`config.mk`:
```
export PLATFORM = sky130hd
export DESIGN_NAME = ultrasonic_ranger_median_filter
export DESIGN_NICKNAME = d
export VERILOG_FILES = /design/src/rtl/core/urmf_pkg.sv /design/src/rtl/core/urmf_dp.sv /design/src/rtl/core/urmf_ctrl.sv /design/src/rtl/core/ultrasonic_ranger_median_filter.sv
export SDC_FILE = /design/constraint.sdc
export NUM_CORES = 2
export LEC_CHECK = 0
export BUFFER_PORTS_ARGS = -buffer_cell sky130_fd_sc_hd__clkbuf_2
export CAP_MARGIN = 10
export CORE_MARGIN = 2
export CORE_UTILIZATION = 55
export CTS_CLUSTER_SIZE = 24
export DETAILED_ROUTE_END_ITERATION = 6
export PLACE_DENSITY = 0.8
export SYNTH_ARGS = -nofsm -noshare
export SYNTH_HDL_FRONTEND = slang
export SYNTH_SLANG_ARGS = --single-unit
```
`constraint.sdc`:
```
create_clock -name clk -period 8.55 [get_ports clk]
set_input_delay 0.855 -clock clk [delete_from_list [all_inputs] [get_ports clk]]
set_output_delay 0.855 -clock clk [all_outputs]
set_load 0.05 [all_outputs]
```
`src/rtl/core/urmf_pkg.sv`:
```
// ============================================================================
// urmf_pkg: shared types and constants for the ultrasonic ranger
// Word layouts, register map, controller/datapath command and status bundles.
// ============================================================================
package urmf_pkg;

	// Field widths
	localparam int CAP_W      = 16;
	localparam int INTERVAL_W = 16;
	localparam int SCALE_W    = 21;
	localparam int DIST_W     = 21;
	// Scale product is Q13.8 after dropping 16 fraction bits
	localparam int SCALE_SH   = 16;
	localparam int PROD_W     = CAP_W + SCALE_W;

	// Default filter window length
	localparam int WINDOW_SIZE_DEF = 5;

	// Register port
	localparam int ADDR_W = 4;
	localparam int DATA_W = 32;

	// Register indexes (byte address = 4 * index)
	localparam logic [1:0] REG_INTERVAL  = 2'd0;
	localparam logic [1:0] REG_SCALE     = 2'd1;
	localparam logic [1:0] REG_MIN_VALID = 2'd2;

	// Register reset values
	localparam logic [INTERVAL_W-1:0] INTERVAL_RST  = 16'd100;
	localparam logic [SCALE_W-1:0]    SCALE_RST     = 21'd1150931;
	localparam logic [DIST_W-1:0]     MIN_VALID_RST = 21'd128;

	// Input word opcodes
	localparam logic OP_TICK    = 1'b0;
	localparam logic OP_CAPTURE = 1'b1;

	// Echo tracking phase
	typedef enum logic [1:0] {
		PH_IDLE      = 2'd0,
		PH_WAIT_RISE = 2'd1,
		PH_WAIT_FALL = 2'd2
	} phase_t;

	// Input word
	typedef struct packed {
		logic              op;
		logic [CAP_W-1:0]  capture_value;
	} evt_t;

	// Result word
	typedef struct packed {
		logic              ping_trigger;
		logic              distance_valid;
		logic [DIST_W-1:0] distance_q8;
		logic              window_done;
		logic [DIST_W-1:0] average_q8;
		logic [DIST_W-1:0] median_q8;
	} res_t;

	// Configuration registers
	typedef struct packed {
		logic [INTERVAL_W-1:0] interval;
		logic [SCALE_W-1:0]    scale;
		logic [DIST_W-1:0]     min_valid;
	} cfg_t;

	// Controller to datapath commands
	typedef struct packed {
		logic load_in;
		logic exec;
		logic store;
		logic cnt_clr;
		logic sort;
		logic sum;
		logic div_mul;
		logic div_fix;
		logic emit;
	} cmd_t;

	// Datapath to controller status
	typedef struct packed {
		logic is_fall;
		logic full;
		logic cnt_last;
		logic out_free;
	} stat_t;

endpackage

```
`src/rtl/core/urmf_dp.sv`:
```
// ============================================================================
// urmf_dp: ranger datapath
// Ping timing, echo width scaling, sample window, sort, average and output.
// ============================================================================
module urmf_dp #(
	parameter int WINDOW_SIZE = urmf_pkg::WINDOW_SIZE_DEF
) (
	input  logic            clk,
	input  logic            arst_n,
	input  urmf_pkg::evt_t  evt,
	input  urmf_pkg::cfg_t  cfg,
	input  urmf_pkg::cmd_t  cmd,
	input  logic            res_ready,
	output logic            res_valid,
	output urmf_pkg::res_t  res,
	output urmf_pkg::stat_t stat
);

	localparam int IDX_W  = $clog2(WINDOW_SIZE);
	localparam int SUM_W  = urmf_pkg::DIST_W + $clog2(WINDOW_SIZE);
	// Reciprocal precision: 4 guard bits keep the estimate within one of the quotient
	localparam int RCP_SH = SUM_W + 4;
	localparam int DPR_W  = SUM_W + RCP_SH;
	localparam logic [RCP_SH-1:0] RCP      = RCP_SH'((64'd1 << RCP_SH) / WINDOW_SIZE);
	localparam logic [IDX_W-1:0]  LAST_IDX = IDX_W'(WINDOW_SIZE - 1);
	localparam logic [IDX_W-1:0]  MID_IDX  = IDX_W'(WINDOW_SIZE / 2);
	localparam logic [SUM_W-1:0]  N_SUM    = SUM_W'(WINDOW_SIZE);

	localparam int DIST_W = urmf_pkg::DIST_W;
	localparam int CAP_W  = urmf_pkg::CAP_W;

	// Payload registers
	urmf_pkg::evt_t              evt_q;
	logic [urmf_pkg::PROD_W-1:0] prod_q;
	logic [DIST_W-1:0]           win_q [WINDOW_SIZE];
	logic [SUM_W-1:0]            sum_q;
	logic [SUM_W-1:0]            quo_q;
	urmf_pkg::res_t              res_q;

	// Control state
	urmf_pkg::phase_t  phase_q;
	logic [CAP_W-1:0]  since_q;
	logic [CAP_W-1:0]  start_q;
	logic [IDX_W-1:0]  fill_q;
	logic [IDX_W-1:0]  cnt_q;
	logic [DIST_W-1:0] dist_q;
	logic [DIST_W-1:0] avg_hold_q;
	logic [DIST_W-1:0] med_hold_q;
	logic              trig_q;
	logic              dval_q;
	logic              wdone_q;
	logic              res_valid_q;

	logic [CAP_W-1:0]  since_inc;
	logic              fire;
	logic [CAP_W-1:0]  width;
	logic [DIST_W-1:0] dist_new;
	logic [DIST_W-1:0] win_sorted [WINDOW_SIZE];
	logic [DPR_W-1:0]  div_prod;
	logic [SUM_W-1:0]  rem;
	logic [SUM_W-1:0]  avg_full;
	logic [DIST_W-1:0] avg_new;
	logic [DIST_W-1:0] med_new;

	// Tick: saturating ms count, fire when idle and interval reached
	assign since_inc = (since_q == '1) ? since_q : since_q + CAP_W'(1);
	assign fire      = (phase_q == urmf_pkg::PH_IDLE) && (since_inc >= cfg.interval);

	// Echo width, 16-bit wrap
	assign width    = evt_q.capture_value - start_q;
	assign dist_new = prod_q[urmf_pkg::PROD_W-1:urmf_pkg::SCALE_SH];

	// One odd-even transposition pass; parity from pass count
	always_comb begin
		win_sorted = win_q;
		for (int i = 0; i < WINDOW_SIZE - 1; i++) begin
			if ((1'(i) == cnt_q[0]) && (win_q[i+1] < win_q[i])) begin
				win_sorted[i]   = win_q[i+1];
				win_sorted[i+1] = win_q[i];
			end
		end
	end

	// Average: reciprocal estimate, then one correction step
	assign div_prod = DPR_W'(sum_q) * DPR_W'(RCP);
	assign rem      = sum_q - quo_q * N_SUM;
	assign avg_full = (rem >= N_SUM) ? quo_q + SUM_W'(1) : quo_q;
	assign avg_new  = avg_full[DIST_W-1:0];
	assign med_new  = win_q[MID_IDX];

	// Status
	assign stat.is_fall  = (evt_q.op == urmf_pkg::OP_CAPTURE) &&
	                       (phase_q == urmf_pkg::PH_WAIT_FALL);
	assign stat.full     = (fill_q == LAST_IDX);
	assign stat.cnt_last = (cnt_q == LAST_IDX);
	assign stat.out_free = !res_valid_q || res_ready;

	// Payload path
	always_ff @(posedge clk) begin
		if (cmd.load_in) begin
			evt_q <= evt;
		end
		if (cmd.exec) begin
			prod_q <= urmf_pkg::PROD_W'(width) * urmf_pkg::PROD_W'(cfg.scale);
		end
		if (cmd.store) begin
			win_q[fill_q] <= dist_new;
		end else if (cmd.sort) begin
			win_q <= win_sorted;
		end
		if (cmd.cnt_clr) begin
			sum_q <= '0;
		end else if (cmd.sum) begin
			sum_q <= sum_q + SUM_W'(win_q[cnt_q]);
		end
		if (cmd.div_mul) begin
			quo_q <= div_prod[DPR_W-1:RCP_SH];
		end
		if (cmd.emit) begin
			res_q.ping_trigger   <= trig_q;
			res_q.distance_valid <= dval_q;
			res_q.distance_q8    <= dist_q;
			res_q.window_done    <= wdone_q;
			res_q.average_q8     <= avg_hold_q;
			res_q.median_q8      <= med_hold_q;
		end
	end

	// Control state
	always_ff @(posedge clk or negedge arst_n) begin
		if (!arst_n) begin
			phase_q     <= urmf_pkg::PH_IDLE;
			since_q     <= '0;
			start_q     <= '0;
			fill_q      <= '0;
			cnt_q       <= '0;
			dist_q      <= '0;
			avg_hold_q  <= '0;
			med_hold_q  <= '0;
			trig_q      <= 1'b0;
			dval_q      <= 1'b0;
			wdone_q     <= 1'b0;
			res_valid_q <= 1'b0;
		end else begin
			// New word clears event flags
			if (cmd.load_in) begin
				trig_q  <= 1'b0;
				dval_q  <= 1'b0;
				wdone_q <= 1'b0;
			end

			// Step the echo tracker
			if (cmd.exec) begin
				if (evt_q.op == urmf_pkg::OP_TICK) begin
					if (fire) begin
						since_q <= '0;
						trig_q  <= 1'b1;
						phase_q <= urmf_pkg::PH_WAIT_RISE;
					end else begin
						since_q <= since_inc;
					end
				end else if (phase_q == urmf_pkg::PH_WAIT_RISE) begin
					start_q <= evt_q.capture_value;
					phase_q <= urmf_pkg::PH_WAIT_FALL;
				end else if (phase_q == urmf_pkg::PH_WAIT_FALL) begin
					dval_q  <= 1'b1;
					phase_q <= urmf_pkg::PH_IDLE;
				end
			end

			// Record sample and advance fill
			if (cmd.store) begin
				dist_q <= dist_new;
				fill_q <= stat.full ? '0 : fill_q + IDX_W'(1);
			end

			// Pass / element counter
			if (cmd.cnt_clr) begin
				cnt_q <= '0;
			end else if (cmd.sort || cmd.sum) begin
				cnt_q <= cnt_q + IDX_W'(1);
			end

			// Keep statistics above threshold
			if (cmd.div_fix) begin
				wdone_q <= 1'b1;
				if (avg_new > cfg.min_valid) begin
					avg_hold_q <= avg_new;
				end
				if (med_new > cfg.min_valid) begin
					med_hold_q <= med_new;
				end
			end

			// Output register
			if (cmd.emit) begin
				res_valid_q <= 1'b1;
			end else if (res_ready) begin
				res_valid_q <= 1'b0;
			end
		end
	end

	assign res_valid = res_valid_q;
	assign res       = res_q;

`ifndef NO_ASSERTIONS
	// Completing a window wraps the fill index
	a_fill_wrap: assert property (@(posedge clk) disable iff (!arst_n)
		cmd.store && stat.full |=> fill_q == '0)
		else $error("fill index did not wrap after full window");

	// A trigger always arms the echo wait
	a_trig_phase: assert property (@(posedge clk) disable iff (!arst_n)
		cmd.exec && (evt_q.op == urmf_pkg::OP_TICK) && fire
		|=> phase_q == urmf_pkg::PH_WAIT_RISE && trig_q)
		else $error("trigger without rise wait");

	// Reciprocal estimate is off by at most one
	a_div_rem: assert property (@(posedge clk) disable iff (!arst_n)
		cmd.div_fix |-> rem < (N_SUM + N_SUM))
		else $error("average quotient estimate out of range");
`endif

endmodule

```
`src/rtl/core/urmf_ctrl.sv`:
```
// ============================================================================
// urmf_ctrl: ranger sequencer
// One-hot state machine that steps the datapath through each input word.
// ============================================================================
module urmf_ctrl (
	input  logic            clk,
	input  logic            arst_n,
	input  logic            evt_valid,
	output logic            evt_ready,
	input  urmf_pkg::stat_t stat,
	output urmf_pkg::cmd_t  cmd
);

	typedef enum logic [7:0] {
		S_IDLE  = 8'b0000_0001,
		S_EXEC  = 8'b0000_0010,
		S_STORE = 8'b0000_0100,
		S_SORT  = 8'b0000_1000,
		S_SUM   = 8'b0001_0000,
		S_DIVM  = 8'b0010_0000,
		S_DIVF  = 8'b0100_0000,
		S_EMIT  = 8'b1000_0000
	} state_t;

	state_t state_q;
	state_t state_d;

	assign evt_ready = (state_q == S_IDLE);

	// Next state and commands
	always_comb begin
		state_d = state_q;
		cmd     = '0;
		unique case (state_q)
			S_IDLE: begin
				if (evt_valid) begin
					cmd.load_in = 1'b1;
					state_d     = S_EXEC;
				end
			end
			S_EXEC: begin
				cmd.exec = 1'b1;
				state_d  = stat.is_fall ? S_STORE : S_EMIT;
			end
			S_STORE: begin
				cmd.store = 1'b1;
				if (stat.full) begin
					cmd.cnt_clr = 1'b1;
					state_d     = S_SORT;
				end else begin
					state_d = S_EMIT;
				end
			end
			S_SORT: begin
				cmd.sort = 1'b1;
				if (stat.cnt_last) begin
					cmd.cnt_clr = 1'b1;
					state_d     = S_SUM;
				end
			end
			S_SUM: begin
				cmd.sum = 1'b1;
				if (stat.cnt_last) begin
					state_d = S_DIVM;
				end
			end
			S_DIVM: begin
				cmd.div_mul = 1'b1;
				state_d     = S_DIVF;
			end
			S_DIVF: begin
				cmd.div_fix = 1'b1;
				state_d     = S_EMIT;
			end
			S_EMIT: begin
				if (stat.out_free) begin
					cmd.emit = 1'b1;
					state_d  = S_IDLE;
				end
			end
			default: begin
				state_d = S_IDLE;
			end
		endcase
	end

	always_ff @(posedge clk or negedge arst_n) begin
		if (!arst_n) begin
			state_q <= S_IDLE;
		end else begin
			state_q <= state_d;
		end
	end

`ifndef NO_ASSERTIONS
	// An accepted word is executed next cycle
	a_accept_exec: assert property (@(posedge clk) disable iff (!arst_n)
		evt_valid && evt_ready |=> state_q == S_EXEC)
		else $error("accepted word not executed");

	// Loading the output ends the word
	a_emit_idle: assert property (@(posedge clk) disable iff (!arst_n)
		cmd.emit |=> state_q == S_IDLE && evt_ready)
		else $error("not idle after emit");

	// Correction always follows the reciprocal multiply
	a_div_order: assert property (@(posedge clk) disable iff (!arst_n)
		state_q == S_DIVF |-> $past(state_q) == S_DIVM)
		else $error("divide steps out of order");
`endif

endmodule

```
`src/rtl/core/ultrasonic_ranger_median_filter.sv`:
```
// ============================================================================
// ultrasonic_ranger_median_filter: echo ranger with windowed median filter
// Register file, sequencer and datapath of the ultrasonic ranging block.
// ============================================================================
// Usage:
//   evt channel (valid/ready) takes one word per event: op = 0 for a 1 ms
//   tick, op = 1 for an echo edge with the captured timer count.
//   res channel (valid/ready) returns exactly one word per input word:
//   trigger request, new distance, window completion and held statistics.
//   Registers (APB, 0x0 interval ms, 0x4 scale, 0x8 threshold) must be
//   written only while the block is idle; the block does not enforce this.
// Timing:
//   Ticks, rising edges and stray captures pass from the execute state to the
//   emit state, which loads the output register; a falling edge that does not
//   fill the window also passes the store state. A falling edge that fills the
//   window then sorts (one sort pass per cycle), sums one window entry per
//   cycle and runs a two-step reciprocal divide before the emit state.
//   One word is in work at a time; evt_ready returns the cycle after the
//   result is loaded into the output register.
// Reset and stall:
//   Reset restores register defaults and clears timing, phase, fill and held
//   values. A stalled res_ready holds the result word; the next input word is
//   still accepted and processed, then waits until the output register frees.
// ============================================================================
module ultrasonic_ranger_median_filter #(
	parameter int WINDOW_SIZE = urmf_pkg::WINDOW_SIZE_DEF
) (
	input  logic                        clk,
	input  logic                        arst_n,
	// Register port
	input  logic                        psel,
	input  logic                        penable,
	input  logic                        pwrite,
	input  logic [urmf_pkg::ADDR_W-1:0] paddr,
	input  logic [urmf_pkg::DATA_W-1:0] pwdata,
	output logic [urmf_pkg::DATA_W-1:0] prdata,
	output logic                        pready,
	// Event words
	input  logic                        evt_valid,
	output logic                        evt_ready,
	input  urmf_pkg::evt_t              evt,
	// Result words
	output logic                        res_valid,
	input  logic                        res_ready,
	output urmf_pkg::res_t              res
);

	urmf_pkg::cfg_t  cfg_q;
	urmf_pkg::cmd_t  cmd;
	urmf_pkg::stat_t stat;
	logic            wr_en;
	logic [1:0]      reg_idx;

	assign pready  = 1'b1;
	assign wr_en   = psel && penable && pwrite;
	assign reg_idx = paddr[3:2];

	// Register writes
	always_ff @(posedge clk or negedge arst_n) begin
		if (!arst_n) begin
			cfg_q.interval  <= urmf_pkg::INTERVAL_RST;
			cfg_q.scale     <= urmf_pkg::SCALE_RST;
			cfg_q.min_valid <= urmf_pkg::MIN_VALID_RST;
		end else if (wr_en) begin
			unique case (reg_idx)
				urmf_pkg::REG_INTERVAL:  cfg_q.interval  <= pwdata[urmf_pkg::INTERVAL_W-1:0];
				urmf_pkg::REG_SCALE:     cfg_q.scale     <= pwdata[urmf_pkg::SCALE_W-1:0];
				urmf_pkg::REG_MIN_VALID: cfg_q.min_valid <= pwdata[urmf_pkg::DIST_W-1:0];
				default: begin
				end
			endcase
		end
	end

	// Register reads
	always_comb begin
		unique case (reg_idx)
			urmf_pkg::REG_INTERVAL:  prdata = urmf_pkg::DATA_W'(cfg_q.interval);
			urmf_pkg::REG_SCALE:     prdata = urmf_pkg::DATA_W'(cfg_q.scale);
			urmf_pkg::REG_MIN_VALID: prdata = urmf_pkg::DATA_W'(cfg_q.min_valid);
			default:                 prdata = '0;
		endcase
	end

	urmf_ctrl u_ctrl (
		.clk       (clk),
		.arst_n    (arst_n),
		.evt_valid (evt_valid),
		.evt_ready (evt_ready),
		.stat      (stat),
		.cmd       (cmd)
	);

	urmf_dp #(
		.WINDOW_SIZE (WINDOW_SIZE)
	) u_dp (
		.clk       (clk),
		.arst_n    (arst_n),
		.evt       (evt),
		.cfg       (cfg_q),
		.cmd       (cmd),
		.res_ready (res_ready),
		.res_valid (res_valid),
		.res       (res),
		.stat      (stat)
	);

endmodule

```
* Word-level counts from Yosys, hierarchy flattened
Cells that the tools add are included.
** Word-level totals
- Bits of input ports :: 60
- Output and inout bits :: 101
- Logic and storage cells :: 171
- Flip-flop bits (word level) :: 444
** Operators by class
- Multiplexer cells :: 56
- Bitwise logic cells :: 4
- Reduce and logical (&&, ||, !) cells :: 38
- Multiply operators :: 3
- Add/sub/neg operators :: 7
- Equality and inequality tests :: 20
- Magnitude comparators :: 11
** Operator list (number)
- 105-bit 2-to-1 mux :: 2
- 42-bit 2-to-1 mux :: 4
- 105-bit bitwise mux :: 1
- 21-bit < comparator :: 4
- 21-bit 2-to-1 mux :: 4
- 8-bit case mux with 8 select lines :: 1
- 21-bit binary-select mux with 3-bit select :: 1
- 21-bit demux with 3-bit select :: 1
- 21-bit case mux with 3 select lines :: 1
- 24-bit by 26-bit multiplier with 50-bit output, second input constant :: 1
- 8-bit 2-to-1 mux :: 6
- 21-bit > comparator :: 2
- 16-bit by 21-bit multiplier with 37-bit output :: 1
- 16-bit 2-to-1 mux :: 2
- 1-bit 2-to-1 mux :: 25
- 24-bit by 21-bit adder with 24-bit output :: 1
- 24-bit by 3-bit >= comparator with 1-bit output, second input constant :: 1
- 22-bit by 3-bit multiplier with 24-bit output, second input constant :: 1
- 24-bit subtractor :: 1
- 2-bit AND reduction :: 11
- 21-bit by 1-bit adder with 21-bit output, second input constant :: 1
- 16-bit by 1-bit adder with 16-bit output, second input constant :: 1
- 16-bit equality test, second input constant :: 1
- 16-bit >= comparator :: 1
- 30 further kinds :: 64

* Depth between registers and ports, before layout
- Depth after elaboration :: 8
- Mapped depth :: 38
- Mapped depth without buffers :: 37

* Cells and area by module
Synthesis repeated with hierarchy kept, for this count alone.
** Second synthesis, totals
- Cell total of the unflattened synthesis :: 4242
- Area, all modules :: 42975.0 um2
** By module, submodules not included
- urmf_dp :: sequential area each 10094.7 um2, times used 1, cells an instance 3984, area each 39688.1 um2
- ultrasonic_ranger_median_filter :: sequential area each 1471.4 um2, times used 1, cells an instance 200, area each 2772.7 um2
- urmf_ctrl :: sequential area each 201.4 um2, times used 1, cells an instance 58, area each 514.2 um2

* Least setup slack after synthesis
No wires, ideal clock.
- Path type :: reg2reg
- From :: register u_dp.evt_q[0] (netlist bit)
- To :: register u_dp.prod_q[25] (netlist bit), data pin
- Buffers on the path :: 1
- Period minus slack after synthesis :: 8.723 ns
- Stages on the path, launching flop included :: 37
- Slack :: -0.173 ns
- Library setup time :: 0.258 ns
- Data arrival time :: 8.465 ns
- Cell sequence :: edfxtp_1 > inv_1 > ha_1 > inv_1 > fa_1 > a21o_1 > a21oi_1 > o21ai_0 > a21oi_1 > o21ai_0 > a211oi_1 > o21ai_0 > a31o_2 > a21oi_1 > xnor2_1 > clkbuf_1 > nand2_1 > fa_1 > fa_1 > inv_1 > fa_1 > fa_1 > fa_1 > inv_1 > fa_1 > inv_1 > ha_1 > and4_1 > a221oi_1 > o211ai_1 > and2_1 > o21a_1 > o21a_1 > nor2_1 > o311ai_0 > a21oi_1 > xnor2_1
** Between the ends
- Cells in the longest elaborated chain, start to end :: 2
** RTL lines
- start, declared :: RTL line urmf_dp.sv:33 : urmf_pkg::evt_t evt_q;
- start signal, assigned :: RTL line urmf_dp.sv:101 : evt_q <= evt;
- 16-bit subtractor :: RTL line urmf_dp.sv:70 : assign width = evt_q.capture_value - start_q;
- 16-bit by 21-bit multiplier with 37-bit output :: RTL line urmf_dp.sv:104 : prod_q <= urmf_pkg::PROD_W'(width) * urmf_pkg::PROD_W'(cfg.scale);
- end signal, assigned :: RTL line urmf_dp.sv:104
- end, declared :: RTL line urmf_dp.sv:34 : logic [urmf_pkg::PROD_W-1:0] prod_q;
Every way passes these cells.
A chain may end at the register's enable or synchronous reset.

* Final worst setup path
- From :: register u_dp.evt_q[0] (netlist bit)
- To :: register u_dp.prod_q[36] (netlist bit), data pin
The elaborated chain is that of the path after synthesis.

==> impl_metrics.sql <==
INSERT INTO impl_metrics (metric_group, metric, value, unit) VALUES
('yosys', 'avgSynthCellArea', '9.81', 'µm²'),
('critical_path', 'ff2ff_path_depth', '37', ''),
('global_routing', 'grt_usage', '0.293', ''),
('sta', 'layout_worst_path_cycle_share', '0.983', ''),
('drt', 'vias_per_cell', '5.89', ''),
('final_layout', 'antenna_cells', '0', ''),
('sta', 'setup_repair_after_global_routing_missed_its_margin', 'yes', ''),
('drt', 'drt-pass1-iter-count', '7', ''),
('final_layout', 'fillerInstances', '6117', ''),
('final_layout', 'layoutNonFillerInstCount', '5557', ''),
('drt', 'routed_wire_length_per_instance', '20.8', 'µm'),
('yosys', 'dominantRegCellSynth', 'edfxtp_1', ''),
('final_layout', 'final_nets', '5478', ''),
('yosys', 'synth_async_sr_flop_share', '0.404', ''),
('global_routing', 'grt_start_max_net_pins', '91', ''),
('sta', 'slew_viol_final', '0', ''),
('sta', 'postLayoutSetupSlackWorst', '0.149', 'ns'),
('critical_path', 'type_of_the_setup_path_with_the_least_slack', 'reg -> reg', ''),
('drt', 'ant_nets', '0', ''),
('hold_path', 'hold_path_class', 'in -> async', ''),
('clock_tree', 'cts_root_buffer', 'clkbuf_16', ''),
('critical_path', 'critPathArrivalTime', '8.74', 'ns'),
('yosys', 'seq_total_area_yosys', '0.276', ''),
('placed_design', 'post-place-ws', '-0.678', 'ns'),
('status', 'outcome', 'finished with violations', ''),
('critical_path', 'cp_common_cell', 'fa_1', ''),
('floorplanning', 'initial_utilization', '0.553', ''),
('drt', 'wirelength', '116000', 'µm'),
('critical_path', 'startpoint_type', 'flip-flop', ''),
('floorplanning', 'dieHeight', '282', 'µm'),
('final_layout', 'layout-area-overhead-vs-synth', '9.99', '%'),
('placed_design', 'place.detailed.instances', '5460', ''),
('drt', 'drtIter0Drc', '2870', ''),
('yosys', 'synthDistinctLibCells', '94', ''),
('clock_tree', 'clock_latency', '0.60', 'ns'),
('clock_tree', 'clock_sink_count', '428', ''),
('clock_tree', 'cts_buffer_depth', '3', ''),
('critical_path', 'timing.critical_path.fanout_max', '5', ''),
('yosys', 'yosys_warnings', '0', ''),
('sta', 'max_slew.worst_pin.slew', '1.18', 'ns'),
('sta', 'total_setup_violations_reported_at_the_end_of_the_flow', '0', ''),
('yosys', 'number_of_enable_flip_flop_cells_after_synthesis', '231', ''),
('floorplanning', 'floorplan.die.width', '282', 'µm'),
('yosys', 'syn-instance-count', '4346', ''),
('placed_design', 'gpl.final_weighted_congestion', '1.03', ''),
('final_layout', 'layout.cells.most_common', 'inv_1', ''),
('drt', 'post-route-drc-count', '1', ''),
('yosys', 'netlist_area', '42600', 'µm²'),
('critical_path', 'critical_path.max_stage_delay', '0.54', 'ns'),
('sta', 'max-slew-margin-rel', '0.214', ''),
('clock_tree', 'numCtsBuffers', '46', ''),
('global_routing', 'grt_first_pass_wirelength', '182000', 'µm'),
('critical_path', 'master_of_the_slowest_instance_on_the_critical_path', 'fa_1', ''),
('critical_path', 'worstSetupEndpointType', 'flip-flop', ''),
('drt', 'vias', '32700', ''),
('floorplanning', 'design.die.area', '79700', 'µm²'),
('final_layout', 'layout-drive-gt1-share', '0.123', ''),
('placed_design', 'io_buffer_count', '135', ''),
('floorplanning', 'coreArea', '77100', 'µm²'),
('status', 'violations', 'design-rule violations', ''),
('global_routing', 'globalRouteOverflowTotal', '0', ''),
('sta', 'min_period', '8.40', 'ns'),
('critical_path', 'crit_required', '8.88', 'ns'),
('sta', 'max_freq', '119', 'MHz'),
('floorplanning', 'rows', '102', ''),
('clock_tree', 'cts-htree-levels', '2', ''),
('sta', 'accumulated_negative_setup_slack', '0', 'ns'),
('placed_design', 'place_hpwl', '91100', 'µm'),
('clock_tree', 'path_clk_slew', '0.06', 'ns'),
('clock_tree', 'cts_tree', 'done', ''),
('critical_path', 'cp_num_cells', '37', ''),
('floorplanning', 'ios', '161', ''),
('critical_path', 'critical_path_buf_inv_count', '8', ''),
('sta', 'worst_clk_skew', '0.0245', 'ns'),
('critical_path', 'cp_top_family', 'adder cells', ''),
('yosys', 'number_of_flip_flops_and_latches_in_the_synthesized_netlist', '428', ''),
('global_routing', 'antenna_found_initial', '5', ''),
('final_layout', 'layout.cells.most_common_list', 'inv_1 (764), ha_1 (507), nand2_1 (503), fa_1 (416), edfxtp_1 (231)', ''),
('global_routing', 'first_global_vias', '33300', ''),
('job', 'max-cap-violations', '0', ''),
('sta', 'timing.final.hold_violations', '0', '');
## cell families (layout without fill, tap and decap cells)
kind of cell | Yosys count | count (layout) | synth area share
AND/OR/NAND/NOR | 1072 | 1072 | 0.119
buffers and inverters | 954 | 1115 | 0.0855
adder cells (fa/ha/maj) | 939 | 939 | 0.350
AO/OA/AOI/OAI | 705 | 705 | 0.111
flip-flops | 428 | 428 | 0.276
multiplexers | 136 | 136 | 0.0351
XOR/XNOR | 110 | 110 | 0.0229
other | 2 | 12 | 0.000176
## cells in the mapped netlist (all sizes together) (7+ instances only)
cell	count	share of area
nand3b	9	0.0016
o21bai	8	0.0014
o21a	22	0.0039
a21boi	7	0.0012
o2bb2ai	13	0.0027
a2111oi	16	0.0043
dfstp	17	0.010
a2bb2oi	10	0.0022
mux2i	42	0.0099
a31oi	15	0.0022
a211oi	16	0.0028
dfrtp	156	0.092
xor2	37	0.0076
nor4	12	0.0025
nor2	154	0.014
buf	29	0.0041
nor2b	34	0.0050
nand2b	35	0.0051
mux2	93	0.025
o22a	7	0.0014
o21ai	162	0.019
a21oi	184	0.022
nand2	505	0.045
a32o	21	0.0049
inv	771	0.068
nor3	39	0.0046
o22ai	38	0.0056
nand4	38	0.0056
o211ai	16	0.0028
dfxtp	24	0.011
a22o	11	0.0025
xnor2	72	0.015
a221o	43	0.010
and2	120	0.018
edfxtp	231	0.16
a21o	67	0.012
clkbuf	153	0.013
nor3b	11	0.0019
ha	516	0.15
fa	423	0.20
or2	10	0.0015
nand3	53	0.0063
and3	19	0.0028
or3	10	0.0015
## sequential cells by signal, summed over array words and instances (netlist names), 16 cells and up
register	cells
u_dp.avg_hold_q	21
u_dp.res	66
u_dp.sum_q	24
u_dp.win_q	84
u_dp.med_new	21
u_dp.start_q	16
cfg_q	58
u_dp.quo_q	22
u_dp.dist_q	21
u_dp.med_hold_q	21
u_dp.since_q	16
u_dp.prod_q	21
u_dp.evt_q	17
## routing by layer
layer | global-route usage | vias to the layer above | share of wire
met5 | 0 | - | 0.00060
met4 | 0.127 | 10 | 0.048
met3 | 0.0578 | 318 | 0.097
met2 | 0.474 | 1600 | 0.46
met1 | 0.385 | 16100 | 0.40
li1 | - | 14700 | -
## area by class of cell
cell class	instances	area [µm²]	area share
clock buffer	54	1260	0.0270
clock inverter	32	379	0.00809
inverter	772	2900	0.0618
multi-input combinational	2974	27700	0.590
sequential	428	11800	0.251
tap	1040	1300	0.0278
timing repair buffer	257	1610	0.0343
## per-stage QoR
| step | cell area (µm²) | hold WS [ns] | utilization |
|---|---|---|---|
| after floorplan | 42700 | 0.416 | - |
| after global placement | 44800 | 0.425 | 0.581 |
| after detailed placement | 44800 | 0.430 | 0.581 |
| after CTS | 46600 | 0.300 | 0.604 |
| after global routing | 46900 | 0.334 | 0.608 |
| final | 46900 | 0.284 | 0.608 |
## final timing paths
kind / startpoint / endpoint / slack (ns)
hold reg to reg: u_dp.med_hold_q[14]$_DFFE_PN0P_ / u_dp.res[14]$_DFFE_PP_ / 0.44
min in group clk: evt[10] / u_dp.evt_q[10]$_DFFE_PP_ / 0.43
setup reg to reg: u_dp.evt_q[0]$_DFFE_PP_ / u_dp.prod_q[36]$_DFFE_PP_ / 0.15
max in group asynchronous: arst_n / u_dp.res_valid$_DFFE_PN0P_ / 7.03
setup / recovery: u_dp.evt_q[0]$_DFFE_PP_ / u_dp.prod_q[36]$_DFFE_PP_ / 0.15
hold / removal: arst_n / u_dp.start_q[6]$_DFFE_PN0P_ / 0.28
## what timing repair did
item	4_1_cts	5_1_grt
cloned	1	2
setup buffers	4	6
hold buffers	0	0
pin swaps	16	69
resized for setup	23	51
hold endpoints to repair	0	0
endpoints found under the setup margin	15	14
Power is not shown: default switching activity piles up to over one toggle a cycle in this logic, so the estimate is an artifact.
